--- config.mk ---
export PLATFORM = sky130hd
export DESIGN_NAME = oint_table_mem
export DESIGN_NICKNAME = d
export VERILOG_FILES = /design/src/sv/oint_table_mem.sv
export SDC_FILE = /design/constraint.sdc
export NUM_CORES = 2
export LEC_CHECK = 0
export BUFFER_PORTS_ARGS = -buffer_cell sky130_fd_sc_hd__buf_2
export CORE_MARGIN = 4
export CORE_UTILIZATION = 35
export DETAILED_ROUTE_END_ITERATION = 8
export PLACE_DENSITY_LB_ADDON = 0.3
export SLEW_MARGIN = 15
export SYNTH_ARGS = -nofsm -noshare
export SYNTH_HDL_FRONTEND = slang
export SYNTH_SLANG_ARGS = --single-unit
--- constraint.sdc ---
create_clock -name clk -period 10.4 [get_ports clk]
set_clock_uncertainty 0.05 [all_clocks]
set_input_delay 1.56 -clock clk [delete_from_list [all_inputs] [get_ports clk]]
set_output_delay 1.56 -clock clk [all_outputs]
set_load 0.1 [all_outputs]
--- src/sv/oint_table_mem.sv ---
// Box table storage: one write port, one registered read port.
module oint_table_mem #(
    parameter int WIDTH = 86,
    parameter int DEPTH = 32
) (
    input  logic                     clk,
    input  logic                     wr_en,
    input  logic [$clog2(DEPTH)-1:0] wr_addr,
    input  logic [WIDTH-1:0]         wr_data,
    input  logic                     rd_en,
    input  logic [$clog2(DEPTH)-1:0] rd_addr,
    output logic [WIDTH-1:0]         rd_data
);
    logic [WIDTH-1:0] mem [DEPTH];
    logic [WIDTH-1:0] rd_data_reg;

    always_ff @(posedge clk)
    begin
        if (wr_en)
        begin
            mem[wr_addr] <= wr_data;
        end
    end

    always_ff @(posedge clk)
    begin
        if (rd_en)
        begin
            rd_data_reg <= mem[rd_addr];
        end
    end

    assign rd_data = rd_data_reg;
endmodule

---- Word level (Yosys, flattened, before mapping) ----
Memories as Yosys holds them, arrays and structs flattened. A register that Yosys moved wholly into a read port is not among the register bits.
Index checks and enable logic that the tools add are counted.
Widths: inputs -> output; s select.
word-level totals
  output and inout bits ................... 86
  logic and storage cells ................. 3
  memories ................................ 1
  bits in read-only memories .............. 0
  flip-flop bits (word level) ............. 0
  bits in latches ......................... 0
  bits in writable memories ............... 2752
  bits of input ports ..................... 99
memory list
  memory  words  bits a word  read ports  clocked after Yosys merged registers in  wr ports  line  text
  mem     32     86           1           1                                        1         14    logic [WIDTH-1:0] mem [DEPTH];
operators by class
  bitwise logic cells ..................... 0
  eq/ne operators ......................... 0
  magnitude comparators ................... 0
  reduce and logical (&&, ||, !) cells .... 0
  add/subtract/negate cells ............... 0
  shift-type cells ........................ 0
  multiplexer cells ....................... 2
  divide/modulo/power cells ............... 0
  $mul .................................... 0
operators with widths
  cell    number
  $mux 1  2

---- Logic depth before layout (Yosys ltp) ----
  depth after elaboration ................. 2
  mapped depth ............................ 9
  gate-level depth less buffers ........... 4

---- Worst setup path after synthesis ----
Ideal clock, no wire load.
  kind .................................... input -> register
  from .................................... in wr_addr[1]
  to ...................................... mem mem[12][0] (enable)
  setup time .............................. 0.531 ns
  cell stages on the path ................. 3
  path slack .............................. 4.013 ns
  path buffers ............................ 1
  arrival time ............................ 5.805 ns
  data required time ...................... 9.819 ns
  cells stage by stage .................... or3b_2 clkbuf_1 nor2_1
RTL lines
  item                line  text
  start: declaration  8     input logic [$clog2(DEPTH)-1:0] wr_addr,
  end: declaration    14
No word-level cell before the write port.

==> impl_metrics.toml <==
[timing]
timing.final.crit_period_ns = 4.508
slew-limit-headroom = 0.1814
tns_ns = 0
fin_crit_sh = 0.4334
fmax_mhz = 221.8
worst_pin_slew_ns = 1.228
setup_viol = 0
drv_slew = 0
hold_viol = 0
setup_ws_ns = 5.892
grt_setup_unrepaired = "no"

[worst_setup_path]
end_kind = "flip-flop"
criticalPathCategory = "in2reg"
worstReg2RegStart = "mem[10][74]"
cp_max_fo = 113
critPathArrivalTime_ns = 5.02
ff2ff_path_depth = 4
rr_endpoint = "rd_data[74]"
cp-start-kind = "input pin"
worstPathRequired_ns = 10.91
reg2reg_setup_slack_ns = 8.44

[detailed_routing]
ant_nets = 0
wl_per_cell_um = 30.76
vias = 53290
dr.pass1.iters = 6
wl_um = 296600
drt_iter0_markers = 6285
via_per_inst = 5.526
route.detailed.drc = 0

[clock_tree]
tritoncts = "built"
insertion_delay_ns = 0.85
cts_sinks = 2838
path_clk_slew_ns = 0.06
post_cts_resized = 0
cts_buffers = 289
post_cts_buffers = 0
postCtsHoldBufs = 0
clockRootBuffer = "clkbuf_16"
clk_path_buf_depth = 4
cts_max_level = 5

[logic_synthesis]
syn_avg_cell_area_um2 = 21.33
yosys.area.top_type = "edfxtp_1"
ys_ff_latch = 2838
syn_inst = 5022
synth_warnings = 0
syn-num-nets = 5121
synth.distinct_cells = 27
synth_area_mm2 = 0.1071
ys_seq_area_frac = 0.7956
synth_area_leaders = "edfxtp_1 80%, mux4_2 7.2%, mux2i_1 6.4%"
yosysTopAreaCellShare = 0.7956

[layout]
nFillCells = 26960
drive_gt1_frac = 0.1968
fin_util = 0.4022
post-route-cell-area_mm2 = 0.1222
multi_input_area_mm2 = 0.02081
final_common_cell = "edfxtp_1"
seq_area_mm2 = 0.08522
nNetsFinal = 5435
largest_reg_flops = 2752
synthToLayoutAreaGrowth_pct = 14.07
final_cell_mix = "2838 x edfxtp_1, 688 x mux2i_1, 463 x a22oi_1"

[global_routing]
grt_overflow = 0
antenna_found_initial = 60
grt_max_degree = 130
grt_pass1_wl_um = 412400
grt_use_total = 0.1830
grt_pass1_vias = 53130

[floorplanning]
die_w_um = 561.2
rows = 202
fp.dieH_um = 561.2
initial_core_util = 0.3526
core-area_mm2 = 0.3038
ios = 185
die-area_mm2 = 0.3150

[power]
power_density_mw_per_mm2 = 197.4
vdd_ir_drop_max_uv = 150.2
total_leakage_power_nw = 39.32
p_total_w = 0.02412

[outcome]
status = "finished, final reports clean"

[worst_hold_path]
hold_path_end = "rd_data[78]"
hp-class = "reg2reg"
hold_depth = 3
hold_start = "mem[12][78]"

[placed_design]
hpwl_um = 142900
post-place-ws_ns = 4.947
io_buffer_count = 184
placed_area_mm2 = 0.1132
gp_congestion = 0.7262

[flow_run]
max_cap_viol_count = 0
## cell families (layout without fill, tap and decap cells)
family,count (synthesis),in the layout,synth area share
other,0,18,0
and+or+nand+nor,301,301,0.01478
muxes,1032,1032,0.1366
AOI/OAI and AO/OA,564,564,0.03959
buffers and inverters,287,810,0.01340
DFF,2838,2838,0.7956
## synth_stat cells, drive strengths merged
master  instances
edfxtp       2838
mux2i         688
a22oi         463
mux4          344
nand3         163
buf           160
clkbuf        127
nand4          49
a22o           48
a31oi          48
nor2           41
nor2b          20
and2           11
a32oi           5
nand3b          5
nor3            3
and3            2
nand2           2
or3b            2
and2b           1
and3b           1
or3             1
## per-layer routing
metal,share of wire,global-route usage,routed length [um]
met5,0.00027,0,81
met4,0.025,0.04563,7297
met3,0.075,0.03348,22130
met2,0.49,0.3014,144100
met1,0.41,0.2520,123000
## cell type report
| cell class | instances | share of cell area |
|---|---|---|
| Timing Repair Buffer | 310 | 0.01727 |
| Multi-Input combinational cell | 1897 | 0.1703 |
| Antenna cell | 18 | 0.0003686 |
| Clock inverter | 142 | 0.009410 |
| Tap cell | 4080 | 0.04178 |
| Clock buffer | 358 | 0.06340 |
| Sequential cell | 2838 | 0.6975 |
## power breakdown
group	internal, W	switching, W	total (W)
logic	0.000366	0.000943	0.00131
registers	0.0128	0.0000666	0.0128
clock network	0.00571	0.00427	0.00998
total	0.0188	0.00528	0.0241
## worst max-delay path: stages
cell and delay (ns):
buf_8 0.61, buf_12 0.68, buf_4 0.92, mux4_2 0.61
a22oi_1 0.23, nand4_1 0.12
## worst max-delay path by stage
stage / endpoint / slack [ns] / depth (start not counted) / start
detailed placement: rd_data[37] / 4.95 / 6 / rd_addr[0]
finish: rd_data[26] / 5.89 / 6 / rd_addr[0]
global placement: rd_data[26] / 4.95 / 6 / rd_addr[0]
floorplan: mem[12][0] / 4.01 / 3 / wr_addr[1]
CTS: rd_data[37] / 5.87 / 6 / rd_addr[0]
global route: rd_data[17] / 5.61 / 6 / rd_addr[0]
## metrics by stage
stage	hold slack [ns]	std cells
floorplan	0.6705	5022
global placement	0.7001	9124
detailed placement	0.7123	9125
CTS	0.7300	9625
global route	0.7486	9628
finish	0.7227	9643
Note: power is estimated with default switching activity, not from simulation.
