==> src/sv/oint_pkg.sv <==
// Shared types and constants for the online IoU suppression table.
package oint_pkg;

    localparam int CLASS_W  = 8;
    localparam int CONF_W   = 14;
    localparam int STATUS_W = 3;
    localparam int INDEX_W  = 6;
    localparam int THR_W    = 8;
    localparam int TAG_W    = 6;
    localparam logic [THR_W-1:0] THR_RESET = 8'd128;

    localparam logic OP_OFFER = 1'b0;
    localparam logic OP_DRAIN = 1'b1;

    typedef enum logic [STATUS_W-1:0] {
        ST_APPEND   = 3'd0,
        ST_REPLACE  = 3'd1,
        ST_SUPPRESS = 3'd2,
        ST_DROP     = 3'd3,
        ST_DRAIN    = 3'd4
    } status_t;

    typedef enum logic [3:0] {
        S_IDLE,
        S_PREP,
        S_AREA,
        S_SCAN,
        S_SHIFT_RD,
        S_SHIFT_WR,
        S_WRITE,
        S_REPORT,
        S_DRAIN_RD,
        S_DRAIN_EMIT
    } seq_state_t;

    typedef struct packed {
        logic             valid;
        logic             hit;
        logic             conf_gt;
        logic [TAG_W-1:0] tag;
    } iou_res_t;

endpackage

==> src/sv/oint_iou_unit.sv <==
// Pipelined class and IoU threshold test of one stored box per cycle.
module oint_iou_unit #(
    parameter int COORD_BITS = 16
) (
    input  logic                             clk,
    input  logic                             rst_n,
    input  logic                             kill,
    input  logic                             issue_valid,
    input  logic [oint_pkg::TAG_W-1:0]       issue_tag,
    input  logic [4*COORD_BITS+21:0]         entry,
    input  logic [oint_pkg::CLASS_W-1:0]     new_class,
    input  logic [oint_pkg::CONF_W-1:0]      new_conf,
    input  logic signed [COORD_BITS-1:0]     new_left,
    input  logic signed [COORD_BITS-1:0]     new_top,
    input  logic signed [COORD_BITS-1:0]     new_right,
    input  logic signed [COORD_BITS-1:0]     new_bottom,
    input  logic signed [2*COORD_BITS+1:0]   new_area,
    input  logic [oint_pkg::THR_W-1:0]       thr,
    output oint_pkg::iou_res_t               res
);
    import oint_pkg::*;

    localparam int CB  = COORD_BITS;
    localparam int D_W = CB + 1;
    localparam int P_W = 2 * CB + 2;
    localparam int U_W = 2 * CB + 4;
    localparam int C_W = 2 * CB + 12;

    logic signed [CB-1:0]    e_left, e_top, e_right, e_bottom;
    logic [CLASS_W-1:0]      e_class;
    logic [CONF_W-1:0]       e_conf;
    logic signed [CB-1:0]    min_r, max_l, min_b, max_t;
    logic signed [D_W-1:0]   w_comb, h_comb;

    logic [4:0]              v_reg;
    logic [TAG_W-1:0]        tag0_reg, tag1_reg, tag2_reg, tag3_reg, tag4_reg;
    logic                    cand1_reg, cand2_reg, cand3_reg, cand4_reg;
    logic                    gt1_reg, gt2_reg, gt3_reg, gt4_reg;
    logic signed [D_W-1:0]   w_reg, h_reg, dw_reg, dh_reg;
    logic signed [P_W-1:0]   inter2_reg, ub_reg;
    logic signed [U_W-1:0]   uni_reg;
    logic [P_W-2:0]          inter3_reg, inter4_reg;
    logic                    uni_pos_reg, uni_zero_reg;
    logic [C_W-1:0]          prod_reg;
    logic [P_W+6:0]          inter_sh;
    iou_res_t                res_reg;

    assign e_bottom = entry[CB-1:0];
    assign e_right  = entry[2*CB-1:CB];
    assign e_top    = entry[3*CB-1:2*CB];
    assign e_left   = entry[4*CB-1:3*CB];
    assign e_conf   = entry[4*CB+CONF_W-1:4*CB];
    assign e_class  = entry[4*CB+CONF_W+CLASS_W-1:4*CB+CONF_W];

    assign min_r  = (new_right < e_right) ? new_right : e_right;
    assign max_l  = (new_left > e_left) ? new_left : e_left;
    assign min_b  = (new_bottom < e_bottom) ? new_bottom : e_bottom;
    assign max_t  = (new_top > e_top) ? new_top : e_top;
    assign w_comb = {min_r[CB-1], min_r} - {max_l[CB-1], max_l};
    assign h_comb = {min_b[CB-1], min_b} - {max_t[CB-1], max_t};

    assign inter_sh = {inter4_reg, 8'd0};

    always_ff @(posedge clk or negedge rst_n)
    begin
        if (!rst_n)
        begin
            v_reg   <= '0;
            res_reg <= '0;
        end
        else if (kill)
        begin
            v_reg   <= '0;
            res_reg <= '0;
        end
        else
        begin
            v_reg         <= {v_reg[3:0], issue_valid};
            res_reg.valid <= v_reg[4];
            res_reg.hit   <= cand4_reg & (uni_zero_reg |
                             (uni_pos_reg & (C_W'(inter_sh) > prod_reg)));
            res_reg.conf_gt <= gt4_reg;
            res_reg.tag     <= tag4_reg;
        end
    end

    always_ff @(posedge clk)
    begin
        tag0_reg <= issue_tag;

        w_reg     <= w_comb;
        h_reg     <= h_comb;
        dw_reg    <= {e_right[CB-1], e_right} - {e_left[CB-1], e_left};
        dh_reg    <= {e_bottom[CB-1], e_bottom} - {e_top[CB-1], e_top};
        cand1_reg <= (e_class == new_class) && (w_comb > 0) && (h_comb > 0);
        gt1_reg   <= new_conf > e_conf;
        tag1_reg  <= tag0_reg;

        inter2_reg <= w_reg * h_reg;
        ub_reg     <= dw_reg * dh_reg;
        cand2_reg  <= cand1_reg;
        gt2_reg    <= gt1_reg;
        tag2_reg   <= tag1_reg;

        uni_reg    <= U_W'(new_area) + U_W'(ub_reg) - U_W'(inter2_reg);
        inter3_reg <= inter2_reg[P_W-2:0];
        cand3_reg  <= cand2_reg;
        gt3_reg    <= gt2_reg;
        tag3_reg   <= tag2_reg;

        prod_reg     <= C_W'(thr) * C_W'(uni_reg[U_W-2:0]);
        uni_pos_reg  <= (uni_reg > 0);
        uni_zero_reg <= (uni_reg == '0);
        inter4_reg   <= inter3_reg;
        cand4_reg    <= cand3_reg;
        gt4_reg      <= gt3_reg;
        tag4_reg     <= tag3_reg;
    end

    assign res = res_reg;
endmodule

==> config.mk <==
export PLATFORM = sky130hd
export DESIGN_NAME = oint_iou_unit
export DESIGN_NICKNAME = d
export VERILOG_FILES = /design/src/sv/oint_pkg.sv /design/src/sv/oint_iou_unit.sv
export SDC_FILE = /design/constraint.sdc
export NUM_CORES = 2
export LEC_CHECK = 0
export BUFFER_PORTS_ARGS = -buffer_cell sky130_fd_sc_hd__clkbuf_2
export CAP_MARGIN = 10
export CORE_UTILIZATION = 65
export DETAILED_ROUTE_END_ITERATION = 10
export GPL_TIMING_DRIVEN = 1
export PLACE_DENSITY = 0.86
export SYNTH_ARGS = -nofsm -noshare
export SYNTH_HDL_FRONTEND = slang
export SYNTH_SLANG_ARGS = --single-unit
==> constraint.sdc <==
create_clock -name clk -period 7 [get_ports clk]
set_input_delay 2.1 -clock clk [delete_from_list [all_inputs] [get_ports clk]]
set_output_delay 2.1 -clock clk [all_outputs]
set_load 0.005 [all_outputs]
## After elaboration in Yosys (flattened, before gate mapping)

Index checks and enable logic that the tools add are counted.

| word-level totals | value |
|---|---|
| bits in registers | 335 |
| input bits | 224 |
| output and inout bits | 9 |
| logic and storage cells | 61 |

| operators by class | value |
|---|---|
| add/sub/neg operators | 6 |
| multipliers | 3 |
| magnitude comparators | 9 |
| equal/unequal tests | 1 |
| multiplexer cells | 6 |
| bitwise gates (word level) | 3 |
| reduce and logical (&&, ||, !) cells | 3 |

Operator list:

| kind | number |
|---|---|
| $mul 17x17->34 | 2 |
| $sub 16x16->17 | 4 |
| $mux 16 | 4 |
| $gt 41x43->1 | 1 |
| $mul 8x35->43 | 1 |
| $gt 36x1->1 const B | 1 |
| $logic_not 36->1 | 1 |
| $sub 35x34->36 | 1 |
| $add 34x34->35 | 1 |
| $gt 17x1->1 const B | 2 |
| $gt 16x16->1 | 2 |
| $lt 16x16->1 | 2 |
| $gt 14x14->1 | 1 |
| $mux 9 | 1 |
| $eq 8x8->1 | 1 |
| $mux 5 | 1 |
| $and 1x1->1 | 2 |
| $logic_and 1x1->1 | 2 |
| $or 1x1->1 | 1 |

## Longest topological paths before layout

| depth | value |
|---|---|
| word-level depth | 6 |
| mapped depth | 26 |
| depth with buffers taken out | 25 |

## Worst setup path before layout

Ideal clock, no wire load.

| path | value |
|---|---|
| path type | input-to-reg |
| from | in entry[49] |
| to | reg cand1_reg |
| library setup time | 0.128 ns |
| data arrival time | 6.869 ns |
| required time | 6.872 ns |
| setup slack | 0.004 ns |
| stages on the path | 25 |
| path buffers | 1 |
| path through | inv_1 -> ha_1 -> nor2b_1 -> o21a_1 -> o21a_1 -> o21a_1 -> o21ai_0 -> nand2b_1 -> a211o_1 -> mux2i_1 -> a41o_1 -> buf_2 -> mux2_2 -> ha_1 -> inv_1 -> fa_1 -> a21o_1 -> a21oi_2 -> xnor2_1 -> or4_1 -> or4_1 -> or3_1 -> or3_1 -> nor3_2 -> a31oi_1 |

| on the way | value |
|---|---|
| word-level cells in the longest chain between the ends | 6 |

Ends and longest elaborated chain:

| item | RTL line | source |
|---|---|---|
| start, declared | oint_iou_unit.sv:10 | `input logic [4*COORD_BITS+21:0] entry,` |
| $gt 16x16->1 | oint_iou_unit.sv:56 | `assign max_l = (new_left > e_left) ? new_left : e_left;` |
| $mux 16 * | oint_iou_unit.sv:56 |  |
| $sub 16x16->17 * | oint_iou_unit.sv:59 | `assign w_comb = {min_r[CB-1], min_r} - {max_l[CB-1], max_l};` |
| via w_comb[4] | oint_iou_unit.sv:33 | `logic signed [D_W-1:0] w_comb, h_comb;` |
| $gt 17x1->1 * | oint_iou_unit.sv:95 | `cand1_reg <= (e_class == new_class) && (w_comb > 0) && (h_comb > 0);` |
| $logic_and 1x1->1 * (2 in a row) | oint_iou_unit.sv:95 |  |
| end signal, assigned | oint_iou_unit.sv:95 |  |
| end, declared | oint_iou_unit.sv:37 | `logic cand1_reg, cand2_reg, cand3_reg, cand4_reg;` |

The timed path passes the listed nets; every way through them passes the cells marked *.

## Worst setup path after layout

| path | value |
|---|---|
| from | reg h_reg[8] |
| to | reg inter2_reg[33] |

| on the way | value |
|---|---|
| word-level cells in the longest chain between the ends | 1 |

Ends and longest elaborated chain:

| item | RTL line | source |
|---|---|---|
| start, declared | oint_iou_unit.sv:39 | `logic signed [D_W-1:0] w_reg, h_reg, dw_reg, dh_reg;` |
| start signal, assigned | oint_iou_unit.sv:92 | `h_reg <= h_comb;` |
| $mul 17x17->34 | oint_iou_unit.sv:99 | `inter2_reg <= w_reg * h_reg;` |
| end signal, assigned | oint_iou_unit.sv:99 |  |
| end, declared | oint_iou_unit.sv:40 | `logic signed [P_W-1:0] inter2_reg, ub_reg;` |

Every way passes these cells.

==> summary.txt <==
worst hold path type -> flip-flop to flip-flop
drt initial violations -> 2469
FF-to-FF path depth -> 22
die height -> 269 microns
fin. max-slew vios -> 0
via/cell ratio -> 5.58
Main synth FF type -> dfxtp_1
Multi-input gate area -> 34900 sq um
Slew @ Worst Pin -> 0.813 ns
largest net degree at the start of global routing -> 21
first-pass GRT wire length -> 189 mm
Largest register FFs -> 43
cts bufs inserted -> 36
Final period util -> 97.0%
Clock transition at path regs -> 0.07 ns
status -> finished, final reports clean
Synth Instances -> 4995
syn avg cell area -> 9.25 sq um
Die Wd -> 269 microns
Ys Warns -> 0
total grt overflow -> 0
GPL Wtd Cong -> 1.03
total die area -> 72100 sq um
drt pass-1 iters -> 6
antenna violations before repair -> 1
via count -> 35300
Netlist Area Pre-Place -> 46200 sq um
Hold Path Cell Cnt -> 0
Rel. slew slack -> 45.4%
Util after Layout -> 72.7%
Total Wirelength -> 116 mm
PortBufs -> 232
Total GRT Usage -> 33.5%
layout cell share with drive strength beyond 1 -> 11.0%
r2r setup slk -> 0.21 ns
antenna diode count -> 0
RSZ-0062 raised after global routing -> false
fillers -> 4939
latest clock arrival within the worst-skew pair -> 0.58 ns
Distinct cells, synth -> 72
# DRC -> 0
min cycle time layout -> 6.79 ns
H-tree depth -> 2
maximum fanout along the worst path -> 10
Core Box Area -> 70100 sq um
Net count, final -> 6843
Max clock buf depth -> 3
register area -> 6800 sq um
clk_skew -> 0.0298 ns
final hold vios -> 0
antenna-violating nets left -> 0
Worst Path Arrival -> 7.23 ns
number of global-route vias before repair -> 38000
post-DP HPWL -> 96.9 mm
register bit count reported by yosys -> 335
final setup fails -> 0
hold_buf cts -> 0
Synth-to-Final Area Change -> 10.4%
Post-synth ARST share -> 4.18%
Initial Util -> 65.9%
routed len/inst -> 18.4 microns
row count -> 97
CTS tree -> yes
Top-Level Pins -> 233
Root Buffer -> clkbuf_16
CP Capture Type -> flip-flop
MaxCap Viol Count -> 0
Critical Path RT -> 7.44 ns
dominant cell type by area after synthesis -> fa_1
Setup CP Type -> flip-flop to flip-flop
EDFF count, synth -> 0
CTS Sinks -> 335
top cell type's share of synthesized area -> 35.9%
Post-Syn Nets -> 6489
fmax -> 0.147 GHz
ranking of synthesized cells by area -> fa_1 (36%), dfxtp_1 (14%), ha_1 (12%), inv_1 (8.8%), and2_1 (5.8%)
Seq/Total Area, Yosys -> 14.7%
startpoint types -> flip-flop
-- cell usage in the layout, fill, tap and decap left out, types with 33 or more instances in the layout --
master / count
o21a_1: 44
xnor2_1: 135
nor3_1: 47
and2_1: 431
nor2b_1: 51
inv_1: 1079
nand2b_1: 34
o21ai_0: 105
dfxtp_1: 301
nand3_1: 41
nor2_1: 169
nand2_1: 484
mux2i_1: 33
ha_1: 440
clkbuf_16: 36
fa_1: 827
clkbuf_2: 232
a21o_1: 93
buf_4: 222
xor2_1: 46
a21oi_1: 153
-- layout make-up --
type / count / area share, %
Clock buffer: 44 / 1.90
Inverter: 1080 / 7.95
Multi-Input combinational cell: 3440 / 68.5
Timing Repair Buffer: 456 / 5.62
Tap cell: 940 / 2.31
Clock inverter: 22 / 0.395
Sequential cell: 335 / 13.3
-- worst paths after layout --
path,startpoint,end
worst max-delay path,h_reg[8],inter2_reg[33]
worst min-delay path,cand3_reg,cand4_reg
worst max register to register,h_reg[8],inter2_reg[33]
worst min register to register,cand3_reg,cand4_reg
max in group asynchronous,rst_n,v_reg[2]
min in group asynchronous,rst_n,v_reg[1]
-- worst max-delay path: stages (launching register included) --
cell       delay, ns
dfxtp_2         0.50
buf_4           0.23
nand2_1         0.09
fa_1            0.55
inv_1           0.05
fa_1            0.48
fa_1            0.58
fa_1            0.43
fa_1            0.52
inv_1           0.06
fa_1            0.47
inv_1           0.04
ha_1            0.34
a21o_1          0.20
a21oi_1         0.15
o21bai_1        0.08
a2111oi_0       0.47
o211ai_1        0.21
a31o_2          0.28
nand2_1         0.13
a2111o_1        0.21
a211oi_1        0.09
or4_1           0.46
-- cells by family (layout without fill, tap and decap cells) --
family	Yosys count	in the layout	share of synthesized area (%)
fa+ha+maj	1270	1270	47.8
compound gates	566	566	7.91
mux	65	65	1.49
flops	335	335	14.7
xor+xnor	181	181	3.43
simple gates	1358	1358	14.7
buf+inv	1220	1602	9.92
-- metrics by stage --
step | TNS [ns] | hold slack, ns | area [sq um] | std cells | setup slack, ns
after floorplan | 0 | 0.310 | 46200 | 4995 | 0.00358
after global placement | -0.958 | 0.310 | 49700 | 6250 | -0.372
after detailed placement | -2.08 | 0.312 | 49700 | 6250 | -0.442
after CTS | 0 | 0.321 | 50900 | 6316 | 0.0912
after global routing | 0 | 0.328 | 51000 | 6317 | 0.00905
final | 0 | 0.321 | 51000 | 6317 | 0.210
-- layer usage --
layer	vias to the layer above	track usage [%]	share of wire, %
met5	-	0	0
met4	0	18.0	5.9
met3	373	5.65	7.2
met2	1460	57.7	49
met1	17300	40.0	38
li1	16100	-	-
-- what timing repair did --
action                                  4_1_cts  5_1_grt
gates resized for setup                       0       34
setup buffers                                 0        1
endpoints found under the setup margin        0        5
-- Yosys cell counts, types with 5 or more instances --
master / number
inv_1: 1080
fa_1: 828
nand2_1: 484
ha_1: 442
and2_1: 431
dfxtp_1: 321
nor2_1: 169
a21oi_1: 154
xnor2_1: 135
clkbuf_1: 127
o21ai_0: 106
a21o_1: 93
nor2b_1: 51
nor3_1: 47
xor2_1: 46
o21a_1: 44
nand3_1: 41
nand2b_1: 34
mux2i_1: 33
mux2_2: 28
nand4_1: 22
and3_1: 20
o21bai_1: 19
a211oi_1: 17
a31oi_1: 17
dfrtp_1: 14
nor4_1: 14
a21boi_0: 13
o21ai_1: 12
or3_1: 12
o31ai_1: 10
buf_1: 9
o211ai_1: 9
o2111ai_1: 8
and4_1: 7
a41o_1: 6
a2111oi_0: 5
a211o_1: 5
nor3b_1: 5
o22ai_1: 5
o31a_1: 5
or2_2: 5
or4_1: 5
Power is left out: the tool's default activity adds up to more than one toggle a clock period on the data nets, which glitch-free logic cannot reach.
